### config.mk
export PLATFORM = sky130hd
export DESIGN_NAME = fmv_cfg
export DESIGN_NICKNAME = d
export VERILOG_FILES = /design/src/hdl/fmv_pkg.sv /design/src/hdl/fmv_cfg.sv
export SDC_FILE = /design/constraint.sdc
export NUM_CORES = 1
export LEC_CHECK = 0
export ABC_AREA = 1
export BUFFER_PORTS_ARGS = -buffer_cell sky130_fd_sc_hd__buf_2
export CORE_UTILIZATION = 35
export CTS_BUF_LIST = sky130_fd_sc_hd__clkbuf_4
export CTS_CLUSTER_DIAMETER = 50
export CTS_CLUSTER_SIZE = 10
export DETAILED_ROUTE_END_ITERATION = 6
export HOLD_SLACK_MARGIN = 0.03
export PLACE_DENSITY_LB_ADDON = 0.12
export SYNTH_ARGS = -nofsm -noshare
export SYNTH_HDL_FRONTEND = slang
export SYNTH_SLANG_ARGS = --single-unit
### constraint.sdc
create_clock -name clk_i -period 0.8 [get_ports clk_i]
set_input_delay 0.04 -clock clk_i [delete_from_list [all_inputs] [get_ports clk_i]]
set_output_delay 0.04 -clock clk_i [all_outputs]
set_load 0.01 [all_outputs]
### src/hdl/fmv_pkg.sv
`timescale 1ns / 1ps
`default_nettype none
// ----------------------------------------------------------------------------
// fmv_pkg
// Shared widths, codes and types of the fused matrix-vector multiplier.
// ----------------------------------------------------------------------------
package fmv_pkg;

  localparam int ModeW    = 1;
  localparam int IndexW   = 12;
  localparam int ValueW   = 16;
  localparam int MatrixW  = 2;
  localparam int RowW     = 16;
  localparam int ResultW  = 48;
  localparam int RowLenW  = 13;
  localparam int LayoutW  = 2;
  localparam int RowsW    = 16;
  localparam int CrowW    = 18;
  localparam int CfgAddrW = 4;
  localparam int CfgDataW = 32;
  localparam int RegIdxW  = 2;

  localparam logic MODE_LOAD   = 1'b0;
  localparam logic MODE_WEIGHT = 1'b1;

  localparam logic [LayoutW-1:0] LAYOUT_SINGLE = 2'd0;
  localparam logic [LayoutW-1:0] LAYOUT_PAIR   = 2'd1;
  localparam logic [LayoutW-1:0] LAYOUT_TRIPLE = 2'd2;

  localparam logic [MatrixW-1:0] MAT_FIRST  = 2'd0;
  localparam logic [MatrixW-1:0] MAT_SECOND = 2'd1;
  localparam logic [MatrixW-1:0] MAT_THIRD  = 2'd2;

  localparam logic [RegIdxW-1:0] REG_ROW_LENGTH  = 2'd0;
  localparam logic [RegIdxW-1:0] REG_LAYOUT      = 2'd1;
  localparam logic [RegIdxW-1:0] REG_FIRST_ROWS  = 2'd2;
  localparam logic [RegIdxW-1:0] REG_SECOND_ROWS = 2'd3;

  localparam logic [RowLenW-1:0] ROW_LENGTH_RST  = 13'd4096;
  localparam logic [LayoutW-1:0] LAYOUT_RST      = LAYOUT_SINGLE;
  localparam logic [RowsW-1:0]   FIRST_ROWS_RST  = 16'd1;
  localparam logic [RowsW-1:0]   SECOND_ROWS_RST = 16'd1;

  typedef struct packed {
    logic [RowLenW-1:0] row_length;
    logic [LayoutW-1:0] layout;
    logic [RowsW-1:0]   first_rows;
    logic [RowsW-1:0]   second_rows;
  } cfg_t;

  // tag that travels with each request down the pipeline
  typedef struct packed {
    logic               load;
    logic               row_end;
    logic [MatrixW-1:0] matrix;
    logic [RowW-1:0]    row;
    logic               last;
  } tag_t;

endpackage
`default_nettype wire

### src/hdl/fmv_cfg.sv
`timescale 1ns / 1ps
`default_nettype none
// ----------------------------------------------------------------------------
// fmv_cfg
// APB register file: row length, layout and matrix row counts.
// ----------------------------------------------------------------------------
module fmv_cfg (
  input  wire logic                          clk_i,
  input  wire logic                          rst_ni,
  input  wire logic                          psel_i,
  input  wire logic                          penable_i,
  input  wire logic                          pwrite_i,
  input  wire logic [fmv_pkg::CfgAddrW-1:0]  paddr_i,
  input  wire logic [fmv_pkg::CfgDataW-1:0]  pwdata_i,
  output logic      [fmv_pkg::CfgDataW-1:0]  prdata_o,
  output logic                               pready_o,
  output fmv_pkg::cfg_t                      cfg_o
);
  import fmv_pkg::*;

  cfg_t               cfg_q, cfg_d;
  logic [RegIdxW-1:0] reg_idx;
  logic               wr_en;

  assign reg_idx = paddr_i[CfgAddrW-1:2];
  assign wr_en   = psel_i && penable_i && pwrite_i;

  always_comb begin
    cfg_d = cfg_q;
    if (wr_en) begin
      case (reg_idx)
        REG_ROW_LENGTH:  cfg_d.row_length  = pwdata_i[RowLenW-1:0];
        REG_LAYOUT:      cfg_d.layout      = pwdata_i[LayoutW-1:0];
        REG_FIRST_ROWS:  cfg_d.first_rows  = pwdata_i[RowsW-1:0];
        REG_SECOND_ROWS: cfg_d.second_rows = pwdata_i[RowsW-1:0];
        default: ;
      endcase
    end
  end

  always_comb begin
    case (reg_idx)
      REG_ROW_LENGTH:  prdata_o = CfgDataW'(cfg_q.row_length);
      REG_LAYOUT:      prdata_o = CfgDataW'(cfg_q.layout);
      REG_FIRST_ROWS:  prdata_o = CfgDataW'(cfg_q.first_rows);
      REG_SECOND_ROWS: prdata_o = CfgDataW'(cfg_q.second_rows);
      default:         prdata_o = '0;
    endcase
  end

  always_ff @(posedge clk_i or negedge rst_ni) begin
    if (!rst_ni) begin
      cfg_q.row_length  <= ROW_LENGTH_RST;
      cfg_q.layout      <= LAYOUT_RST;
      cfg_q.first_rows  <= FIRST_ROWS_RST;
      cfg_q.second_rows <= SECOND_ROWS_RST;
    end else begin
      cfg_q <= cfg_d;
    end
  end

  assign pready_o = 1'b1;
  assign cfg_o    = cfg_q;

endmodule
`default_nettype wire

==> results of run 1 <==
cells in the final DEF (no fill, tap or decap):
cell type / count
buf_12: 6
buf_2: 67
buf_4: 37
buf_6: 42
bufinv_16: 1
clkbuf_4: 5
clkinv_1: 1
conb_1: 17
dfrtp_1: 44
dfstp_2: 3
dlygate4sd3_1: 17
inv_1: 1
inv_2: 3
inv_4: 1
inv_6: 2
nand2_1: 175
nand2_2: 10
nand2_4: 4
nand3_1: 15
nand3_2: 5
nand4_1: 2
nor2_2: 1
nor2_4: 4
o21ai_0: 1
o21ai_1: 1
power by group:
group	internal, mW	leakage, nW	switching [mW]	total (mW)
clock network	0.661	0.0432	0.811	1.47
registers	2.88	0.590	0.387	3.27
logic	1.77	1.54	1.37	3.13
metal layers:
layer / part of all wire (%) / up-vias / GRT usage [%]
met3: 5.9 / 6 / 4.72
met5: 0 / - / 0
met1: 46 / 1111 / 27.9
met2: 47 / 89 / 33.1
li1: - / 1212 / -
met4: 0.75 / 0 / 4.47
cell type report:
class | instances | share of cell area, %
timing repair buffer | 169 | 36.3
clock buffer | 5 | 0.990
multi-input combinational | 235 | 27.1
tap | 77 | 2.54
sequential | 47 | 31.1
clock inverter | 3 | 1.12
inverter | 6 | 0.792
timing repair:
action                     in CTS  in global routing
hold endpoints to repair       94                  0
resized for setup              32                 25
hold buffers                   17                  0
pin swaps                      48                 19
setup endpoints to repair      66                 73
setup buffers                  25                 19
critical path, cell delays in order, from the launching register on:
cell,delay (ns)
dfstp_2,0.56
nand3_2,0.05
nand4_1,0.09
buf_2,0.13
worst min path at each step:
stage,from,end
5_1_grt,paddr_i[2],cfg_o[1]
2_1_floorplan,rst_ni,cfg_o[10]
4_1_cts,paddr_i[2],cfg_o[1]
3_5_place_dp,rst_ni,cfg_o[24]
3_3_place_gp,rst_ni,cfg_o[24]
6_report,penable_i,cfg_o[33]
kinds of logic (layout without fill, tap and decap cells):
kind of cell    after synthesis  count (layout)
compound gates                2               2
buf+inv                      34             183
flops                        47              47
other cells                   2              17
simple gates                216             216
through the flow:
stage | instances | util, % | TNS (ns) | hold WS (ns) | total power [mW]
6_report | 542 | 58.7 | -15.07 | 0.115 | 7.87
5_1_grt | 542 | 58.7 | -19.33 | 0.110 | 8.34
4_1_cts | 527 | 55.6 | -15.83 | 0.104 | 7.52
3_5_place_dp | 477 | 46.4 | -8.37 | 0.0474 | 5.28
3_3_place_gp | 477 | 46.4 | -7.36 | 0.0479 | 5.26
2_1_floorplan | 316 | - | 0 | -0.256 | 4.29
==> results.cfg, run 1 <==
[global_routing]
grt_pass1_vias = 2240
antenna_found_initial = 0
grtUsageTotal_pct = 20.4
grt_pass1_wl_um = 11300
grt-ovfl-total = 0
grt_max_degree = 48

[finish]
fin_nets = 505
multiInputGateArea_um2 = 1030
drive_gt1_share_pct = 41.1
synthToLayoutAreaGrowth_pct = 59.5
largest_reg_flops = 47
fin_area_um2 = 3790
layout.area.seq_um2 = 1180
fillers = 609
diodes = 0

[sta]
hold_viol = 0
min_period_ns = 1.22
setup_viol = 70
slew_viol_final = 0
setup_ws_ns = -0.422
rsz0062_at_grt = true
finalClockSkew_ns = 0
clock.fmax_mhz = 818
fin_crit_sh_pct = 153

[worst_hold_path]
holdPathStages = 4
hp-class = input port to flip-flop

[synthesis]
netlist_instances = 301
synth-main-ff-cell = dfrtp_1
avgSynthCellArea_um2 = 7.89
synth_top_cell_by_area = dfrtp_1
synth_top_family_by_area = simple AND/OR/NAND/NOR gates
synth_most_common_cell = nand2_1
yosys.area_share.simple_pct = 38.4
yosys_warnings = 0
synth_cell_types = 19
synth_compound_area_share_pct = 0.421
yosys-top-cells-area = dfrtp_1 (46%), nand2_1 (29%), buf_4 (5.7%)
netlist_area_um2 = 2380
synth_xor_area_share_pct = 0
synth_enable_flop_cells = 0
post_synth_mux_area_share_pct = 0
synthTopCellsByCount = nand2_1 (183), dfrtp_1 (44), nand3_1 (19)
synthAdderAreaFrac_pct = 0
async_flop_share_pct = 100
ys_seq_area_share_pct = 49.7
ys_seq_elements = 47
synth_top_area_share_pct = 46.3

[setup_path]
worstSetupPathType = flip-flop to output port
r2r-end = cfg_o[3]
r2r-start = cfg_o[3]
critPathCapture = prdata_o[0]
reg2reg_depth = 5
end_kind = output port
worstPathMaxFanout = 2
startpoint = cfg_o[16]
r2r_setup_slack_ns = -0.16
arrival_ns = 1.18
cp.required_ns = 0.76
critPathLaunchType = flip-flop

[run_status]
status = finished with violations
violations = DRC, setup timing

[floorplan]
die_w_um = 84.4
die_h_um = 84.4
start_util_pct = 36.8
coreArea_um2 = 6460
die_area_um2 = 7120
rows = 29
boundaryPins = 121

[clock_network]
cts_max_path_buffers = 2
root_buffer = clkbuf_4
cts_tree = yes
clk-insertion-delay-late_ns = 0.35
cts_buffers = 5
htreeDepth = 2
cts.sinks = 47
clk_pin_slew_ns = 0.14

[route]
vias = 2418
firstDrtPassIters = 7
drt_iter0_drc = 104
viasPerCell = 4.46
ant_nets = 0
wl_per_cell_um = 13.0
drt-total-wl_um = 7060
drc = 14

[placed_design]
dpl_cell_area_um2 = 3000
place_congestion = 0.756
dpl_worst_slack_ns = -0.201
numPortBuffers = 85
dp_hpwl_um = 4640

[pwr]
p_leak_nw = 2.18
vdd_drop_max_uv = 1200
power_density_nw_per_um2 = 2080

[flow_run]
cap_violations = 0
Note: power is estimated with default switching activity, not from simulation.
==> inputs of run 2 (changes only) <==
Settings changed: CAP_MARGIN set to 15, REMOVE_ABC_BUFFERS set to 1.
==> run 2 against run 1 <==
The run still ends with DRC, setup timing left. Register-to-register slack improved by 0.05 ns. Clock power decreased by 5%. Clock-buffer cell count unchanged. Die area unchanged. Critical path depth unchanged. First-iteration DRC count decreased by 16%. Largest cell class unchanged. Highest routed layer unchanged.
==> results.cfg, run 2 (synthesized netlist as in run 1, its figures left out) <==
[floorplan]
start_util_pct = 36.8
die_area_um2 = 7120
coreArea_um2 = 6460
die_w_um = 84.4
die_h_um = 84.4
boundaryPins = 121
rows = 29

[route]
ant_nets = 0
firstDrtPassIters = 6
viasPerCell = 4.45
drc = 10
vias = 2396
wl_per_cell_um = 13.1
drt_iter0_drc = 87
drt-total-wl_um = 7040

[clock_network]
htreeDepth = 2
cts_max_path_buffers = 2
clk_pin_slew_ns = 0.14
root_buffer = clkbuf_4
cts_buffers = 5
cts_tree = yes
clk-insertion-delay-late_ns = 0.34
cts.sinks = 47
postCtsHoldBufs = 17

[setup_path]
worst_path_max_delay_cell = dfstp_2
r2r-start = cfg_o[46]
cp_num_buf_inv = 1
worstPathMaxFanout = 2
end_kind = output port
r2r-end = cfg_o[46]
r2r_setup_slack_ns = -0.11
cp_slowest_stage_delay_ns = 0.57
cp.required_ns = 0.76
reg2reg_depth = 4
worstSetupPathType = flip-flop to output port
critPathLaunchType = flip-flop
arrival_ns = 1.17
path_cells = nand3_2, nand4_1, buf_2
critPathTopFamily = flip-flops

[sta]
min_period_ns = 1.21
hold_viol = 0
rsz0062_at_grt = true
finalClockSkew_ns = 0
setup_viol = 70
slew_viol_final = 0
fin_crit_sh_pct = 151
clock.fmax_mhz = 828
setup_ws_ns = -0.408
tns_ns = -14.69

[pwr]
vdd_drop_max_uv = 1010
power_density_nw_per_um2 = 2060
p_total_mw = 7.71
p_leak_nw = 2.15

[run_status]
status = finished with violations
violations = DRC, setup timing

[finish]
final_cell_mix = nand2_1 (176), buf_2 (64), dfrtp_1 (44), buf_6 (44), buf_4 (38)
diodes = 0
fin_util_pct = 57.9
final_common_cell = nand2_1
synthToLayoutAreaGrowth_pct = 57.3
fin_nets = 502
drive_gt1_share_pct = 40.5
largest_reg_flops = 47
fin_cells = 539

[placed_design]
place_congestion = 0.758
dp_hpwl_um = 4850
numPortBuffers = 85
dp_cells = 482

[worst_hold_path]
hp-class = input port to asynchronous set/reset pin

[global_routing]
grt_pass1_wl_um = 11800
grt_pass1_vias = 2410
grt-ovfl-total = 0
grt_max_degree = 24
grtUsageTotal_pct = 21.2
antenna_found_initial = 0

[flow_run]
cap_violations = 0
## run 2: area by class of cell
| type | instances | area (um2) |
|---|---|---|
| Clock buffer | 5 | 37.5 |
| Clock inverter | 3 | 38.8 |
| Fill cell | 650 | 2720 |
| Inverter | 6 | 30.0 |
| Multi-Input combinational cell | 235 | 1020 |
| Sequential cell | 47 | 1180 |
| Tap cell | 77 | 96.3 |
| Timing Repair Buffer | 166 | 1330 |
## run 2: layer usage
layer | share of wire (%) | track usage (%)
met2 | 49 | 36.8
met1 | 44 | 27.8
met5 | 0 | 0
met3 | 6.1 | 3.44
met4 | 0.99 | 5.39
## run 2: worst max-delay path by stage
| stage | startpoint | to | slack, ns | cells past startpoint |
|---|---|---|---|---|
| 2_1_floorplan | cfg_o[16] | prdata_o[0] | 0.007 | 2 |
| 3_3_place_gp | paddr_i[3] | prdata_o[5] | -0.16 | 7 |
| 3_5_place_dp | paddr_i[3] | cfg_o[8] | -0.14 | 6 |
| 4_1_cts | cfg_o[0] | prdata_o[0] | -0.43 | 3 |
| 5_1_grt | cfg_o[0] | prdata_o[0] | -0.50 | 3 |
| 6_report | cfg_o[16] | prdata_o[0] | -0.41 | 3 |
## run 2: metrics by stage
stage / worst slack [ns] / hold WS (ns) / area (um2)
after floorplan: 0.00672 / -0.256 / 2200
after global placement: -0.156 / -0.101 / 3000
after detailed placement: -0.143 / -0.102 / 3000
after CTS: -0.429 / 0.0122 / 3620
after global routing: -0.497 / 0.0228 / 3740
final: -0.408 / 0.0326 / 3740
## run 2: repair_timing
action                                  in CTS  in global routing
endpoints found under the setup margin      66                 71
resized for setup                           40                 16
buffers inserted                            23                 10
gates cloned                                 0                  0
endpoints found under the hold margin       94                  4
pin swaps                                   46                 19
## run 2: where the power goes
part           switching (mW)  leakage, nW  internal, mW
Clock                   0.749       0.0426         0.644
Combinational            1.34         1.52          1.70
Sequential              0.391        0.590          2.88
Total                    2.48         2.15          5.23
