<file path="src/hdl/fmv_pkg.sv">
`timescale 1ns / 1ps
`default_nettype none
// ----------------------------------------------------------------------------
// fmv_pkg
// Shared widths, codes and types of the fused matrix-vector multiplier.
// ----------------------------------------------------------------------------
package fmv_pkg;

  localparam int ModeW    = 1;
  localparam int IndexW   = 12;
  localparam int ValueW   = 16;
  localparam int MatrixW  = 2;
  localparam int RowW     = 16;
  localparam int ResultW  = 48;
  localparam int RowLenW  = 13;
  localparam int LayoutW  = 2;
  localparam int RowsW    = 16;
  localparam int CrowW    = 18;
  localparam int CfgAddrW = 4;
  localparam int CfgDataW = 32;
  localparam int RegIdxW  = 2;

  localparam logic MODE_LOAD   = 1'b0;
  localparam logic MODE_WEIGHT = 1'b1;

  localparam logic [LayoutW-1:0] LAYOUT_SINGLE = 2'd0;
  localparam logic [LayoutW-1:0] LAYOUT_PAIR   = 2'd1;
  localparam logic [LayoutW-1:0] LAYOUT_TRIPLE = 2'd2;

  localparam logic [MatrixW-1:0] MAT_FIRST  = 2'd0;
  localparam logic [MatrixW-1:0] MAT_SECOND = 2'd1;
  localparam logic [MatrixW-1:0] MAT_THIRD  = 2'd2;

  localparam logic [RegIdxW-1:0] REG_ROW_LENGTH  = 2'd0;
  localparam logic [RegIdxW-1:0] REG_LAYOUT      = 2'd1;
  localparam logic [RegIdxW-1:0] REG_FIRST_ROWS  = 2'd2;
  localparam logic [RegIdxW-1:0] REG_SECOND_ROWS = 2'd3;

  localparam logic [RowLenW-1:0] ROW_LENGTH_RST  = 13'd4096;
  localparam logic [LayoutW-1:0] LAYOUT_RST      = LAYOUT_SINGLE;
  localparam logic [RowsW-1:0]   FIRST_ROWS_RST  = 16'd1;
  localparam logic [RowsW-1:0]   SECOND_ROWS_RST = 16'd1;

  typedef struct packed {
    logic [RowLenW-1:0] row_length;
    logic [LayoutW-1:0] layout;
    logic [RowsW-1:0]   first_rows;
    logic [RowsW-1:0]   second_rows;
  } cfg_t;

  // tag that travels with each request down the pipeline
  typedef struct packed {
    logic               load;
    logic               row_end;
    logic [MatrixW-1:0] matrix;
    logic [RowW-1:0]    row;
    logic               last;
  } tag_t;

endpackage
`default_nettype wire

</file>
<file path="src/hdl/fmv_seq.sv">
`timescale 1ns / 1ps
`default_nettype none
// ----------------------------------------------------------------------------
// fmv_seq
// Column and row sequencer: drives the vector memory and tags each request
// with its matrix, row and end-of-row flags.
// ----------------------------------------------------------------------------
module fmv_seq #(
  parameter int MAX_COLUMNS  = 4096,
  parameter int ELEMENT_BITS = 16,
  localparam int AW          = $clog2(MAX_COLUMNS)
) (
  input  wire logic                                clk_i,
  input  wire logic                                rst_ni,
  input  fmv_pkg::cfg_t                            cfg_i,
  input  wire logic                                en_i,
  input  wire logic                                accept_i,
  input  wire logic [fmv_pkg::ModeW-1:0]           mode_i,
  input  wire logic [fmv_pkg::IndexW-1:0]          index_i,
  input  wire logic signed [fmv_pkg::ValueW-1:0]   value_i,
  output logic                                     we_o,
  output logic [AW-1:0]                            waddr_o,
  output logic signed [ELEMENT_BITS-1:0]           wdata_o,
  output logic                                     re_o,
  output logic [AW-1:0]                            raddr_o,
  output logic                                     s1_valid_o,
  output fmv_pkg::tag_t                            s1_tag_o,
  output logic signed [ELEMENT_BITS-1:0]           s1_weight_o
);
  import fmv_pkg::*;

  localparam int CW = $clog2(MAX_COLUMNS + 1);
  localparam int LW = (CW > RowLenW) ? CW : RowLenW;

  logic [CW-1:0]    col_q, col_d;
  logic [CrowW-1:0] crow_q, crow_d;

  logic [LW-1:0]    rl, len;
  logic [LW:0]      col_next;
  logic             row_end;
  logic [RowsW-1:0] rows_a, rows_b;
  logic [CrowW-1:0] total, sum_ab, r0, r0_inc;
  tag_t             tag;
  logic             is_load;

  logic                          s1_valid_q;
  tag_t                          s1_tag_q;
  logic signed [ELEMENT_BITS-1:0] s1_weight_q;

  assign is_load = (mode_i == MODE_LOAD);

  // store index wraps at the store depth
  generate
    if (MAX_COLUMNS >= (1 << IndexW)) begin : g_idx_wide
      assign waddr_o = AW'(index_i);
    end else begin : g_idx_mod
      localparam int    Sh     = IndexW + AW;
      localparam int    RecipW = IndexW + 2;
      localparam longint Recip = ((64'd1 << Sh) + MAX_COLUMNS - 1) / MAX_COLUMNS;
      logic [IndexW+RecipW-1:0] qprod;
      logic [IndexW-1:0]        quot, qmul, rem;
      assign qprod   = (IndexW+RecipW)'(index_i) * (IndexW+RecipW)'(Recip);
      assign quot    = IndexW'(qprod >> Sh);
      assign qmul    = IndexW'(quot * IndexW'(MAX_COLUMNS));
      assign rem     = index_i - qmul;
      assign waddr_o = AW'(rem);
    end
  endgenerate

  assign we_o    = accept_i && is_load;
  assign wdata_o = ELEMENT_BITS'(value_i);
  assign re_o    = accept_i && !is_load;
  assign raddr_o = col_q[AW-1:0];

  // effective row length
  always_comb begin
    rl = LW'(cfg_i.row_length);
    if (rl == '0) begin
      len = LW'(1);
    end else if (rl > LW'(MAX_COLUMNS)) begin
      len = LW'(MAX_COLUMNS);
    end else begin
      len = rl;
    end
    col_next = (LW+1)'(col_q) + (LW+1)'(1);
    row_end  = (col_next >= {1'b0, len});
  end

  // row bookkeeping across the matrices of a pass
  always_comb begin
    rows_a = (cfg_i.first_rows == '0) ? RowsW'(1) : cfg_i.first_rows;
    rows_b = (cfg_i.second_rows == '0) ? RowsW'(1) : cfg_i.second_rows;
    sum_ab = CrowW'(rows_a) + CrowW'(rows_b);
    case (cfg_i.layout)
      LAYOUT_PAIR:   total = {1'b0, rows_a, 1'b0};
      LAYOUT_TRIPLE: total = CrowW'(rows_a) + {1'b0, rows_b, 1'b0};
      default:       total = CrowW'(rows_a);
    endcase
    r0     = (crow_q >= total) ? '0 : crow_q;
    r0_inc = r0 + CrowW'(1);

    tag.load    = is_load;
    tag.row_end = row_end;
    tag.last    = (r0_inc >= total);
    tag.matrix  = MAT_FIRST;
    tag.row     = RowW'(r0);
    case (cfg_i.layout)
      LAYOUT_PAIR: begin
        if (r0 >= CrowW'(rows_a)) begin
          tag.matrix = MAT_SECOND;
          tag.row    = RowW'(r0 - CrowW'(rows_a));
        end
      end
      LAYOUT_TRIPLE: begin
        if (r0 >= sum_ab) begin
          tag.matrix = MAT_THIRD;
          tag.row    = RowW'(r0 - sum_ab);
        end else if (r0 >= CrowW'(rows_a)) begin
          tag.matrix = MAT_SECOND;
          tag.row    = RowW'(r0 - CrowW'(rows_a));
        end
      end
      default: ;
    endcase
  end

  always_comb begin
    col_d  = col_q;
    crow_d = crow_q;
    if (accept_i) begin
      if (is_load) begin
        col_d  = '0;
        crow_d = '0;
      end else if (row_end) begin
        col_d  = '0;
        crow_d = tag.last ? '0 : r0_inc;
      end else begin
        col_d  = CW'(col_next);
      end
    end
  end

  always_ff @(posedge clk_i or negedge rst_ni) begin
    if (!rst_ni) begin
      col_q      <= '0;
      crow_q     <= '0;
      s1_valid_q <= 1'b0;
    end else begin
      col_q  <= col_d;
      crow_q <= crow_d;
      if (en_i) begin
        s1_valid_q <= accept_i;
      end
    end
  end

  always_ff @(posedge clk_i) begin
    if (accept_i) begin
      s1_tag_q    <= tag;
      s1_weight_q <= ELEMENT_BITS'(value_i);
    end
  end

  assign s1_valid_o  = s1_valid_q;
  assign s1_tag_o    = s1_tag_q;
  assign s1_weight_o = s1_weight_q;

endmodule
`default_nettype wire

</file>
<file path="config.mk">
export PLATFORM = sky130hd
export DESIGN_NAME = fmv_seq
export DESIGN_NICKNAME = d
export VERILOG_FILES = /design/src/hdl/fmv_pkg.sv /design/src/hdl/fmv_seq.sv
export SDC_FILE = /design/constraint.sdc
export NUM_CORES = 1
export LEC_CHECK = 0
export ABC_CLOCK_PERIOD_IN_PS = 6100
export BUFFER_PORTS_ARGS = -buffer_cell sky130_fd_sc_hd__buf_2
export CAP_MARGIN = 15
export CELL_PAD_IN_SITES_DETAIL_PLACEMENT = 1
export CELL_PAD_IN_SITES_GLOBAL_PLACEMENT = 1
export CORE_MARGIN = 4
export CORE_UTILIZATION = 44
export CTS_BUF_LIST = sky130_fd_sc_hd__clkbuf_2 sky130_fd_sc_hd__clkbuf_4 sky130_fd_sc_hd__clkbuf_8
export CTS_CLUSTER_SIZE = 20
export DETAILED_ROUTE_END_ITERATION = 8
export GPL_TIMING_DRIVEN = 0
export PLACE_DENSITY = 0.89
export SYNTH_ARGS = -nofsm -noshare
export SYNTH_HDL_FRONTEND = slang
export SYNTH_SLANG_ARGS = --single-unit
</file>
<file path="constraint.sdc">
create_clock -name clk_i -period 6.1 [get_ports clk_i]
set_clock_uncertainty 0.1 [all_clocks]
set_input_delay 0.305 -clock clk_i [delete_from_list [all_inputs] [get_ports clk_i]]
set_output_delay 0.305 -clock clk_i [all_outputs]
set_load 0.02 [all_outputs]
</file>
==> reports/qor.json <==
{
  "die": {
    "die-width_um": 144,
    "io_pins": 160,
    "row_count": 49,
    "floorplan.die_area_sq_um": 20800,
    "dieHeight_um": 144,
    "core-area_sq_um": 18100,
    "start_util_pct": 45.0
  },
  "place": {
    "post-dp-hpwl_um": 21700,
    "gp_congestion": 0.926,
    "place_area_sq_um": 9320,
    "numPortBuffers": 142
  },
  "synth": {
    "cell_taking_the_most_area_after_synthesis": "ha_1",
    "synth.mux.area_fraction_pct": 0.937,
    "synth.lib_cells_used.distinct": 78,
    "synth-xor-area-share_pct": 8.92,
    "ys_top_cells_by_area": "ha_1, edfxtp_1, dfrtp_1",
    "synth_simple_gate_area_share_pct": 15.4,
    "async_flop_share_pct": 46.4,
    "complex_gate_fraction_of_the_synthesized_area_pct": 23.8,
    "synth_top_family_by_area": "compound AO/OA/AOI/OAI gates",
    "synth_cells": 937,
    "post_synth_instance_area_sq_um": 8150,
    "syn_avg_cell_area_sq_um": 8.69,
    "synth-seq-cells": 69,
    "synth_top_area_share_pct": 16.3,
    "post_synth_fa_ha_maj_area_fraction_pct": 18.1,
    "synthFlopType": "edfxtp_1",
    "synth_nets": 1127,
    "synth_seq_area_share_pct": 23.5,
    "synth_edf_count": 37,
    "synth.yosys.warnings": 0
  },
  "routing": {
    "first_pass_iters": 6,
    "detailed_route_via_count": 8960,
    "drc_marker_count_from_the_first_detailed_route_iteration": 1007,
    "wl_per_cell_um": 25.5,
    "drt-vias-per-instance": 6.46,
    "route.final.wire_length_um": 35400,
    "drc": 0,
    "final_antenna_net_count": 0
  },
  "global_routing": {
    "grt_antenna_before_repair": 0,
    "grt_pass1_wl_um": 48600,
    "globalRoute.totalOverflow": 0,
    "grt_pass1_vias": 8957,
    "grt_usage_pct": 29.7,
    "maximum_number_of_pins_on_one_net_before_global_route_repair": 43
  },
  "timing": {
    "hold_viol_final": 0,
    "rsz_0062_raised_after_global_routing": "true",
    "postLayoutSetupSlackWorst_ns": -2.24,
    "max-slew-margin-rel_pct": 36.2,
    "worst-slew-pin-transition_ns": 0.951,
    "period_share_pct": 137,
    "achievable-frequency_mhz": 120,
    "final_period_minus_worst_setup_slack_ns": 8.34,
    "final-setup-viol-count": 37,
    "report.final.slew_viol_count": 0,
    "setup_tns_ns": -77.15
  },
  "finish": {
    "multi_input_comb_area_sq_um": 6080,
    "sequential_cell_area_sq_um": 1910,
    "design.final.nets": 1344,
    "drive_gt1_share_pct": 33.0,
    "layout.filler_cells": 2114,
    "num_antenna_cells": 0,
    "syn2layout_area_growth_pct": 31.4,
    "post-route-cell-area_sq_um": 10700
  },
  "setup_path": {
    "crit_path_start_kind": "input port",
    "crit_fanout": 10,
    "critical_path.slowest_cell": "fa_1",
    "worst_ep_arrival_time_ns": 8.31,
    "worst_setup_ep_type": "flip-flop",
    "worst_path_largest_cell_delay_ns": 0.46,
    "critical_path_required_ns": 6.07,
    "worst-setup-path-type": "input port to flip-flop"
  },
  "run_status": {
    "failed_checks": "setup timing",
    "run_status": "complete, but fails checks"
  },
  "clock_network": {
    "numCtsBuffers": 9,
    "root_buffer": "clkbuf_8",
    "ctsHtreeMaxLevel": 3,
    "worstSkewPairLatency_ns": 0.38,
    "clk_pin_slew_ns": 0.07,
    "tritoncts": "built",
    "cts-root-to-sink-buffers": 2,
    "clock_sink_count": 69
  },
  "hold_path": {
    "min_path_type": "input port to flip-flop"
  },
  "power_and_ir_drop": {
    "leakage_nw": 5.17,
    "power_density_nw_per_um2": 157,
    "power.ir.vdd_worst_v": 0.0000782
  },
  "flow_run": {
    "number_of_maximum_capacitance_violations": 0
  }
}
[cell usage in the layout (no fill, tap or decap), types with 10 or more instances in the layout]
master,instances
xor2_1,28
buf_2,136
buf_4,97
nor3_1,12
and3_1,10
clkbuf_8,12
buf_6,15
edfxtp_1,37
a22o_1,31
nand3_1,26
clkbuf_1,43
inv_1,47
nand2b_1,19
a21o_1,35
ha_1,99
nand4_1,12
dfrtp_1,32
a21oi_1,39
o21ai_1,16
nor2_1,35
o21ai_0,30
a221o_1,12
nand2_1,60
and2_1,12
xnor2_1,51
[registers in the layout, summed over array words and instances, names as in the netlist]
register,cells
crow_q,18
col_q,13
s1_weight_o,16
s1_valid_o,1
s1_tag_o,21
[repair_timing]
action / 4_1_cts / 5_1_grt
pin swaps: 58 / 38
cloned: 1 / 1
gates resized for setup: 70 / 56
endpoints found under the setup margin: 37 / 37
hold endpoints to repair: 32 / 0
hold buffers: 1 / 0
setup buffers: 43 / 20
[kinds of logic (layout without fill, tap and decap cells)]
logic type / Yosys count / in the layout
multiplexers: 5 / 5
buffers and inverters: 154 / 376
flip-flops: 69 / 69
adder cells (fa/ha/maj): 117 / 117
XOR/XNOR: 83 / 83
AO/OA/AOI/OAI: 266 / 266
AND/OR/NAND/NOR: 243 / 243
[final timing paths]
kind | start | endpoint | slack, ns | cells past startpoint
max | cfg_i[11] | s1_tag_o[12] | -2.24 | 42
min | value_i[12] | s1_weight_o[12] | 0.03 | 1
max reg2reg | crow_q[0] | s1_tag_o[12] | -0.32 | 26
min reg2reg | s1_valid_o | s1_valid_o | 0.42 | 1
max in group asynchronous | rst_ni | col_q[6] | 4.93 | 2
min in group asynchronous | rst_ni | col_q[1] | 0.45 | 2
[where the power goes]
| part | switching [mW] | leakage [nW] | total, mW | internal [mW] |
|---|---|---|---|---|
| Clock | 0.194 | 0.128 | 0.492 | 0.298 |
| Sequential | 0.00831 | 0.815 | 0.518 | 0.509 |
| Combinational | 0.407 | 4.23 | 0.673 | 0.266 |
[synth_stat cells, drive strengths merged (11+ instances only)]
master and number:
inv 53, a21oi 48, nor2 38, nand3 29, dfrtp 32, nand2 64, clkbuf 49, nand2b 19
buf 50, a21o 35, o21ai 53, ha 106, edfxtp 37, a22o 32, xor2 29, a221o 12
nor3 15, xnor2 54, nand4 13, a31oi 11, and2 20
[critical path: cells and delay by family]
family / cells / cell delay, ns
AOI/OAI and AO/OA: 19 / 3.72
adders and majority gates: 6 / 1.67
and+or+nand+nor: 8 / 1.26
buffers and inverters: 7 / 0.94
muxes: 1 / 0.27
xor gates and xnor gates: 1 / 0.13
[final cells by class]
| type | count | area share, % |
|---|---|---|
| multi-input combinational | 714 | 56.8 |
| sequential | 69 | 17.9 |
| timing repair buffer | 208 | 12.5 |
| buffer | 97 | 5.82 |
| tap | 229 | 2.68 |
| inverter | 55 | 2.05 |
| clock buffer | 12 | 1.48 |
| clock inverter | 4 | 0.877 |
[stage by stage]
step / instances / hold slack (ns) / util [%] / setup slack, ns / power [mW]
final: 1388 / 0.0298 / 59.2 / -2.24 / 1.68
after global routing: 1388 / 0.0207 / 59.2 / -2.52 / 1.74
after detailed placement: 1309 / 0.307 / 51.5 / -3.25 / 1.08
after CTS: 1369 / 0.0272 / 56.8 / -1.82 / 1.59
after floorplan: 937 / -0.0906 / - / -1.52 / 0.907
after global placement: 1308 / 0.293 / 51.5 / -3.27 / 1.06
[layer usage]
| metal | track usage (%) | part of all wire, % | vias to the layer above |
|---|---|---|---|
| li1 | - | - | 3812 |
| met1 | 36.0 | 38 | 4336 |
| met2 | 51.8 | 47 | 612 |
| met3 | 5.95 | 8.9 | 200 |
| met4 | 11.7 | 6.5 | 0 |
| met5 | 0 | 0 | - |
No activity file was read; power rests on OpenSTA's default activity.
