<file path="src/hdl/fmv_pkg.sv">
`timescale 1ns / 1ps
`default_nettype none
// ----------------------------------------------------------------------------
// fmv_pkg
// Shared widths, codes and types of the fused matrix-vector multiplier.
// ----------------------------------------------------------------------------
package fmv_pkg;

  localparam int ModeW    = 1;
  localparam int IndexW   = 12;
  localparam int ValueW   = 16;
  localparam int MatrixW  = 2;
  localparam int RowW     = 16;
  localparam int ResultW  = 48;
  localparam int RowLenW  = 13;
  localparam int LayoutW  = 2;
  localparam int RowsW    = 16;
  localparam int CrowW    = 18;
  localparam int CfgAddrW = 4;
  localparam int CfgDataW = 32;
  localparam int RegIdxW  = 2;

  localparam logic MODE_LOAD   = 1'b0;
  localparam logic MODE_WEIGHT = 1'b1;

  localparam logic [LayoutW-1:0] LAYOUT_SINGLE = 2'd0;
  localparam logic [LayoutW-1:0] LAYOUT_PAIR   = 2'd1;
  localparam logic [LayoutW-1:0] LAYOUT_TRIPLE = 2'd2;

  localparam logic [MatrixW-1:0] MAT_FIRST  = 2'd0;
  localparam logic [MatrixW-1:0] MAT_SECOND = 2'd1;
  localparam logic [MatrixW-1:0] MAT_THIRD  = 2'd2;

  localparam logic [RegIdxW-1:0] REG_ROW_LENGTH  = 2'd0;
  localparam logic [RegIdxW-1:0] REG_LAYOUT      = 2'd1;
  localparam logic [RegIdxW-1:0] REG_FIRST_ROWS  = 2'd2;
  localparam logic [RegIdxW-1:0] REG_SECOND_ROWS = 2'd3;

  localparam logic [RowLenW-1:0] ROW_LENGTH_RST  = 13'd4096;
  localparam logic [LayoutW-1:0] LAYOUT_RST      = LAYOUT_SINGLE;
  localparam logic [RowsW-1:0]   FIRST_ROWS_RST  = 16'd1;
  localparam logic [RowsW-1:0]   SECOND_ROWS_RST = 16'd1;

  typedef struct packed {
    logic [RowLenW-1:0] row_length;
    logic [LayoutW-1:0] layout;
    logic [RowsW-1:0]   first_rows;
    logic [RowsW-1:0]   second_rows;
  } cfg_t;

  // tag that travels with each request down the pipeline
  typedef struct packed {
    logic               load;
    logic               row_end;
    logic [MatrixW-1:0] matrix;
    logic [RowW-1:0]    row;
    logic               last;
  } tag_t;

endpackage
`default_nettype wire

</file>
<file path="src/hdl/fmv_mac.sv">
`timescale 1ns / 1ps
`default_nettype none
// ----------------------------------------------------------------------------
// fmv_mac
// Multiply stage, 48-bit accumulator and result output register.
// ----------------------------------------------------------------------------
module fmv_mac #(
  parameter int ELEMENT_BITS = 16
) (
  input  wire logic                               clk_i,
  input  wire logic                               rst_ni,
  input  wire logic                               en_i,
  input  wire logic                               s1_valid_i,
  input  fmv_pkg::tag_t                           s1_tag_i,
  input  wire logic signed [ELEMENT_BITS-1:0]     s1_weight_i,
  input  wire logic signed [ELEMENT_BITS-1:0]     rd_data_i,
  output logic                                    valid_o,
  output logic [fmv_pkg::MatrixW-1:0]             matrix_o,
  output logic [fmv_pkg::RowW-1:0]                row_o,
  output logic signed [fmv_pkg::ResultW-1:0]      result_o,
  output logic                                    last_o
);
  import fmv_pkg::*;

  localparam int PW = 2 * ELEMENT_BITS;

  logic                    s2_valid_q;
  tag_t                    s2_tag_q;
  logic signed [PW-1:0]    prod_d, prod_q;
  logic signed [ResultW-1:0] prod_ext, sum, acc_q, acc_d;
  logic                    out_valid_q, out_valid_d;
  logic                    emit;
  logic [MatrixW-1:0]      matrix_q;
  logic [RowW-1:0]         row_q;
  logic signed [ResultW-1:0] result_q;
  logic                    last_q;

  assign prod_d   = s1_weight_i * rd_data_i;
  // wraps modulo 2^48 when the product is wider
  assign prod_ext = ResultW'(prod_q);
  assign sum      = acc_q + prod_ext;
  assign emit     = s2_valid_q && !s2_tag_q.load && s2_tag_q.row_end;

  always_comb begin
    acc_d       = acc_q;
    out_valid_d = out_valid_q;
    if (en_i) begin
      out_valid_d = emit;
      if (s2_valid_q) begin
        if (s2_tag_q.load || s2_tag_q.row_end) begin
          acc_d = '0;
        end else begin
          acc_d = sum;
        end
      end
    end
  end

  always_ff @(posedge clk_i or negedge rst_ni) begin
    if (!rst_ni) begin
      s2_valid_q  <= 1'b0;
      acc_q       <= '0;
      out_valid_q <= 1'b0;
    end else begin
      acc_q       <= acc_d;
      out_valid_q <= out_valid_d;
      if (en_i) begin
        s2_valid_q <= s1_valid_i;
      end
    end
  end

  always_ff @(posedge clk_i) begin
    if (en_i) begin
      s2_tag_q <= s1_tag_i;
      prod_q   <= prod_d;
      if (emit) begin
        matrix_q <= s2_tag_q.matrix;
        row_q    <= s2_tag_q.row;
        result_q <= sum;
        last_q   <= s2_tag_q.last;
      end
    end
  end

  assign valid_o  = out_valid_q;
  assign matrix_o = matrix_q;
  assign row_o    = row_q;
  assign result_o = result_q;
  assign last_o   = last_q;

endmodule
`default_nettype wire

</file>
<file path="config.mk">
export PLATFORM = sky130hd
export DESIGN_NAME = fmv_mac
export DESIGN_NICKNAME = d
export VERILOG_FILES = /design/src/hdl/fmv_pkg.sv /design/src/hdl/fmv_mac.sv
export SDC_FILE = /design/constraint.sdc
export NUM_CORES = 1
export LEC_CHECK = 0
export BUFFER_PORTS_ARGS = -buffer_cell sky130_fd_sc_hd__buf_2
export CAP_MARGIN = 20
export CELL_PAD_IN_SITES_DETAIL_PLACEMENT = 1
export CELL_PAD_IN_SITES_GLOBAL_PLACEMENT = 1
export CORE_ASPECT_RATIO = 0.5
export CORE_MARGIN = 2
export CORE_UTILIZATION = 48
export DETAILED_ROUTE_END_ITERATION = 16
export GPL_ROUTABILITY_DRIVEN = 1
export PLACE_DENSITY_LB_ADDON = 0.1
export SYNTH_ARGS = -nofsm -noshare
export SYNTH_HDL_FRONTEND = slang
export SYNTH_SLANG_ARGS = --single-unit
</file>
<file path="constraint.sdc">
create_clock -name clk_i -period 19.5 [get_ports clk_i]
set_input_delay 2.925 -clock clk_i [delete_from_list [all_inputs] [get_ports clk_i]]
set_output_delay 2.925 -clock clk_i [all_outputs]
set_load 0.1 [all_outputs]
</file>
==> reports/results.ini, run 1 <==
[sta]
worst_hold_slack_ns=0.422
skew_ns=0.00946
hold_violations=0
slew_headroom_pct=38.6
fin_crit_sh_pct=44.9
rsz0062_at_grt=false
fmax_ghz=0.114
setup_viol=0
fin_crit_ns=8.76
tns_ns=0
worst_slew_pin_slew_ns=0.922
slew_violations=0

[min_path]
worstHoldPathCells=0
holdPathEnd=row_o[8]
min_from=s2_tag_q[9]
hold_class=reg -> reg

[critical_path]
cp.arrival_ns=8.95
critPathMaxStageDelay_ns=0.55
start_kind=input pin
path_max_fanout=16
setup.worst_path.class=in -> reg
critPathMostFrequentCell=fa_1
critPathCaptureType=register
ff2ff_setup_slack_ns=16.01
reg2reg_to=result_o[44]
crit_start=s1_weight_i[10]
path_cells=buf_2 -> nand2_1 -> fa_1 -> fa_1 -> fa_1 -> inv_1 -> fa_1 -> fa_1 -> inv_1 -> fa_1 -> inv_1 -> ha_1 -> a2111oi_0 -> o211ai_1 -> a221oi_1 -> o211a_1 -> o211ai_1 -> a31o_2 -> a21oi_1 -> xnor2_1
critPathSlowestCell=fa_1
r2r-start=prod_q[31]
reg2reg_depth=10
cp.required_ns=19.69

[logic_synthesis]
yosysWarningCount=0
ys_seq_area_share_pct=26.7
ys_ff_latch=170
syn_nets=2204
async_flop_share_pct=29.4
yosysUniqueCellTypes=72
syn_inst=1755
syn_area_um2=18200
synth_edf_count=120
avgSynthCellArea_um2=10.4
synth_flop_cell=edfxtp_1

[drt]
antenna_left=0
drt_wl_total_um=47800
vias=12800
dr.pass1.iters=5
wl_per_cell_um=20.3
via_per_inst=5.43
drt_iter0_markers=664
route.detailed.drc=0

[die]
fp.coreArea_um2=37400
initial_core_util_pct=48.6
io_pins=125
die_height_um=142
dieArea_um2=39600
die_w_um=279
row_count=50

[outcome]
status=complete, no violations

[layout]
num_antenna_cells=0
final_common_cell=inv_1
area_growth_pct=9.25
nets=2296
drive_above_1_share_pct=10.1
layout_common_cells=inv_1 (337), fa_1 (263), nand2_1 (158)

[placement]
place_congestion=0.903
portBuffers=124
dp_hpwl_um=38300

[clock_tree]
clkSinkCount=170
clk_pin_slew_ns=0.08
worstSkewPairLatency_ns=0.43
cts.htree.levels=4
hold_buffers=0
postCtsSetupBuffers=0
ctsResizeCount=0
ctsRootBufferMaster=clkbuf_16
cts_tree=yes
clock_path_buffers=2
cts_buffers=17

[run]
max_cap_violations=0

[global_route]
grt_pass1_wl_um=78100
grtUsageTotal_pct=25.1
grt_max_degree=57
grt.overflow.total=0
first_global_vias=14300
antenna_found_initial=0

==> metal layers <==
layer  global-route usage [%]  part of all wire [%]
met3                     3.95                   4.6
met4                     3.57                  0.89
met1                     35.5                    48
met5                        0                     0
met2                     42.2                    47
==> cells in the mapped netlist, types with 19 or more instances <==
cell      instances  area, µm²
inv_1           337       1260
fa_1            263       5270
nand2_1         159        597
and2_1          130        813
ha_1            129       1610
edfxtp_1        120       3600
a21oi_1          63        315
nor2_1           58        218
xnor2_1          54        473
clkbuf_1         52        195
dfrtp_1          50       1250
a22o_1           42        368
a21o_1           40        300
o21ai_0          37        185
nand3_1          19       95.1
==> sequential cells by signal, summed over array words and instances, names as in the netlist <==
name	flops
matrix_o	2
last_o	1
result_o	48
valid_o	1
prod_q	32
s2_tag_q	21
acc_q	48
row_o	16
s2_valid_q	1
==> area by class of cell <==
type                            count  area (µm²)
Inverter                          337        1260
Tap cell                          494         618
Sequential cell                   170        4850
Clock inverter                     15         191
Clock buffer                       17         425
Multi-Input combinational cell   1190       11900
Timing Repair Buffer              131         673
Fill cell                        4128       17500
==> kinds of logic (layout without fill, tap and decap cells) <==
logic type	Yosys count	count (layout)	share of synthesized area, %
buffers and inverters	395	500	8.25
AOI/OAI and AO/OA	277	277	11.1
xor gates and xnor gates	72	72	3.46
adders and majority gates	392	392	37.8
muxes	7	7	0.399
and+or+nand+nor	442	442	12.3
DFF	170	170	26.7
==> worst max-delay path by stage <==
stage               slack [ns]         end  cells past startpoint
finish                   10.74  prod_q[29]                     20
global route             10.46  prod_q[29]                     20
CTS                      10.77  prod_q[29]                     20
detailed placement       10.33  prod_q[29]                     20
global placement         10.50  prod_q[29]                     21
floorplan                10.69      last_o                      3
==> worst max-delay path: cells and delay by family <==
family	cells	cell delay, ns
buffers and inverters	4	0.47
adders and majority gates	7	3.24
AOI/OAI and AO/OA	7	2.07
and+or+nand+nor	1	0.14
xor gates and xnor gates	1	0.08
==> stage by stage <==
stage          cell area [µm²]  util (%)  instances  setup slack [ns]
5_1_grt                  19900      53.2       2354             10.46
3_3_place_gp             19300      51.5       2322             10.50
6_report                 19900      53.2       2354             10.74
4_1_cts                  19900      53.2       2354             10.77
3_5_place_dp             19300      51.5       2322             10.33
2_1_floorplan            18200         -       1755             10.69
Power of run 1 is left out: the tool's default activity adds up to more than one toggle a clock period on the data nets, which glitch-free logic cannot reach.
==> run 2: changes to the inputs <==
--- a/config.mk
+++ b/config.mk
@@ -5,13 +5,14 @@
 export SDC_FILE = /design/constraint.sdc
 export NUM_CORES = 1
 export LEC_CHECK = 0
+export ABC_AREA = 1
 export BUFFER_PORTS_ARGS = -buffer_cell sky130_fd_sc_hd__buf_2
 export CAP_MARGIN = 20
 export CELL_PAD_IN_SITES_DETAIL_PLACEMENT = 1
 export CELL_PAD_IN_SITES_GLOBAL_PLACEMENT = 1
 export CORE_ASPECT_RATIO = 0.5
 export CORE_MARGIN = 2
-export CORE_UTILIZATION = 48
+export CORE_UTILIZATION = 47
 export DETAILED_ROUTE_END_ITERATION = 16
 export GPL_ROUTABILITY_DRIVEN = 1
 export PLACE_DENSITY_LB_ADDON = 0.1
==> constraint.sdc (replaced) <==
create_clock -name clk_i -period 8.2 [get_ports clk_i]
set_input_delay 1.23 -clock clk_i [delete_from_list [all_inputs] [get_ports clk_i]]
set_output_delay 1.23 -clock clk_i [all_outputs]
set_load 0.1 [all_outputs]
==> reports/results.ini, run 2 <==
[critical_path]
start_kind=input pin
critPathCaptureType=register
r2r-start=prod_q[31]
path_cells=buf_2 -> nand2_1 -> inv_1 -> fa_1 -> fa_1 -> inv_1 -> fa_1 -> fa_1 -> inv_1 -> fa_1 -> inv_1 -> fa_1 -> inv_1 -> ha_1 -> nand2_1 -> nor3_1 -> o2111ai_1 -> nand4_1 -> nand2_1
critPathMaxStageDelay_ns=0.78  ; +0.23 ns
path_max_fanout=16  ; unchanged
critPathMostFrequentCell=fa_1
reg2reg_to=result_o[41]
critPathSlowestCell=fa_1
setup.worst_path.class=in -> reg
cp.arrival_ns=6.78  ; -2.17 ns
ff2ff_setup_slack_ns=5.18  ; -10.83 ns
cp.required_ns=8.40  ; -11.29 ns
reg2reg_depth=11  ; +1

[clock_tree]
clkSinkCount=170  ; unchanged
clock_path_buffers=2  ; unchanged
postCtsSetupBuffers=0  ; unchanged
cts_buffers=17  ; unchanged
ctsRootBufferMaster=clkbuf_16
ctsResizeCount=0  ; unchanged
clk_pin_slew_ns=0.08  ; about the same
hold_buffers=0  ; unchanged
cts_tree=yes
cts.htree.levels=4  ; unchanged
worstSkewPairLatency_ns=0.45  ; +0.02 ns

[sta]
fmax_ghz=0.152
rsz0062_at_grt=false
slew_headroom_pct=32.4  ; -6.2 points
setup_viol=0  ; unchanged
hold_violations=0  ; unchanged
fin_crit_ns=6.58
tns_ns=0  ; unchanged
worst_slew_pin_slew_ns=1.01  ; +0.0925 ns
skew_ns=0.0149  ; +0.00547 ns
slew_violations=0  ; unchanged
fin_crit_sh_pct=80.2

[global_route]
first_global_vias=18600  ; +30%
grt_max_degree=68  ; +19%
grtUsageTotal_pct=27.6  ; +2.4 points
antenna_found_initial=0  ; unchanged
grt.overflow.total=0  ; unchanged
grt_pass1_wl_um=99100  ; +27%

[die]
row_count=54  ; +8.0%
die_w_um=300  ; +7.5%
io_pins=125  ; unchanged
die_height_um=152  ; +7.4%
fp.coreArea_um2=43400  ; +16%
initial_core_util_pct=47.5  ; -1.1 points
dieArea_um2=45700  ; +15%

[drt]
vias=16700  ; +31%
drt_wl_total_um=60700  ; +27%
antenna_left=0  ; unchanged
route.detailed.drc=0  ; unchanged
drt_iter0_markers=869  ; +31%
dr.pass1.iters=5  ; unchanged
via_per_inst=4.96  ; -8.7%
wl_per_cell_um=18.0  ; -11%

[logic_synthesis]
avgSynthCellArea_um2=7.69  ; -26%
syn_area_um2=20600  ; +13%
async_flop_share_pct=29.4  ; unchanged
syn_nets=3132  ; +42%
syn_inst=2683  ; +53%
ys_seq_area_share_pct=23.5  ; -3.2 points
yosysUniqueCellTypes=43  ; -40%
yosys-top-cells-count=nand2_1 (822), inv_1 (731), fa_1 (263)
synth_edf_count=120  ; unchanged
synth_most_common_cell=nand2_1
synth.area.top_cells=fa_1 (26%), edfxtp_1 (17%), nand2_1 (15%), inv_1 (13%), ha_1 (7.8%)
yosysWarningCount=0  ; unchanged
synth_top_area_cell=fa_1
synth_flop_cell=edfxtp_1
ys_ff_latch=170  ; unchanged
synth_top_area_share_pct=25.5  ; -3.4 points

[layout]
seq_area_um2=4850  ; unchanged
final_common_cell=nand2_1
drive_above_1_share_pct=7.81  ; -2.3 points
nFillCells=5554  ; +35%
num_antenna_cells=0  ; unchanged
area_growth_pct=8.40
nets=3213  ; +40%
multi_input_area_um2=12800  ; +7.7%
layout_common_cells=nand2_1 (821), inv_1 (731), fa_1 (263)

[min_path]
holdPathEnd=row_o[1]
worstHoldPathCells=0  ; unchanged
hold_class=reg -> reg
min_from=s2_tag_q[2]

[placement]
portBuffers=124  ; unchanged
place_congestion=0.928  ; +2.9%
dp_hpwl_um=49700  ; +30%

[outcome]
status=complete, no violations

[run]
max_cap_violations=0  ; unchanged

[run 2: cell count changes after synthesis, moves of 40 or more]
cell / previous run / this run
nor2_1: 58 / 115
inv_1: 337 / 731
a22o_1: 42 / 2
and2_1: 130 / 29
nand3_1: 19 / 88
nand2_1: 159 / 822
[run 2: kinds of logic (layout without fill, tap and decap cells)]
kind of cell | after synthesis | count (layout) | synth area share, %
AO/OA/AOI/OAI | 121 | 121 | 3.28
XOR/XNOR | 49 | 49 | 2.12
AND/OR/NAND/NOR | 1147 | 1147 | 23.1
buffers and inverters | 803 | 897 | 14.6
adder cells (fa/ha/maj) | 392 | 392 | 33.3
flip-flops | 170 | 170 | 23.5
multiplexers | 1 | 1 | 0.0545
[run 2: cell type report]
type	count	share of cell area, %
inverters	736	12.3
flip-flops and latches	170	21.7
clock inverters	15	0.749
multi-input cells	1710	57.1
well taps	588	3.29
clock buffers	17	1.90
repair buffers	129	2.94
[run 2: worst max-delay path by stage]
stage | startpoint | to | cells after the start
2_1_floorplan | rd_data_i[5] | prod_q[26] | 21
3_5_place_dp | rd_data_i[4] | prod_q[24] | 19
6_report | rd_data_i[1] | prod_q[24] | 19
3_3_place_gp | rd_data_i[1] | prod_q[24] | 19
4_1_cts | rd_data_i[4] | prod_q[24] | 19
5_1_grt | rd_data_i[1] | prod_q[26] | 22
[run 2: critical path, delay by kind of cell]
kind / cells / cell delay, ns
and+or+nand+nor: 5 / 0.81
buffers and inverters: 6 / 0.77
AOI/OAI and AO/OA: 1 / 0.26
adders and majority gates: 7 / 3.68
[run 2: stage by stage]
step / instance area [µm²] / instances / utilization [%] / hold WS (ns) / setup slack, ns
floorplan: 20600 / 2683 / - / 0.400 / 1.58
global placement: 21800 / 3333 / 50.1 / 0.400 / 1.27
detailed placement: 21800 / 3333 / 50.1 / 0.407 / 1.14
CTS: 22400 / 3365 / 51.5 / 0.416 / 1.61
global route: 22400 / 3365 / 51.5 / 0.416 / 1.23
finish: 22400 / 3365 / 51.5 / 0.415 / 1.62
[run 2: routing by layer]
metal  GRT usage, %  wire length (µm)
met1           38.2             28400
met2           46.2             28800
met3           3.39              2350
met4           6.79              1230
met5              0                 0
Power of run 2 is left out for the same reason.
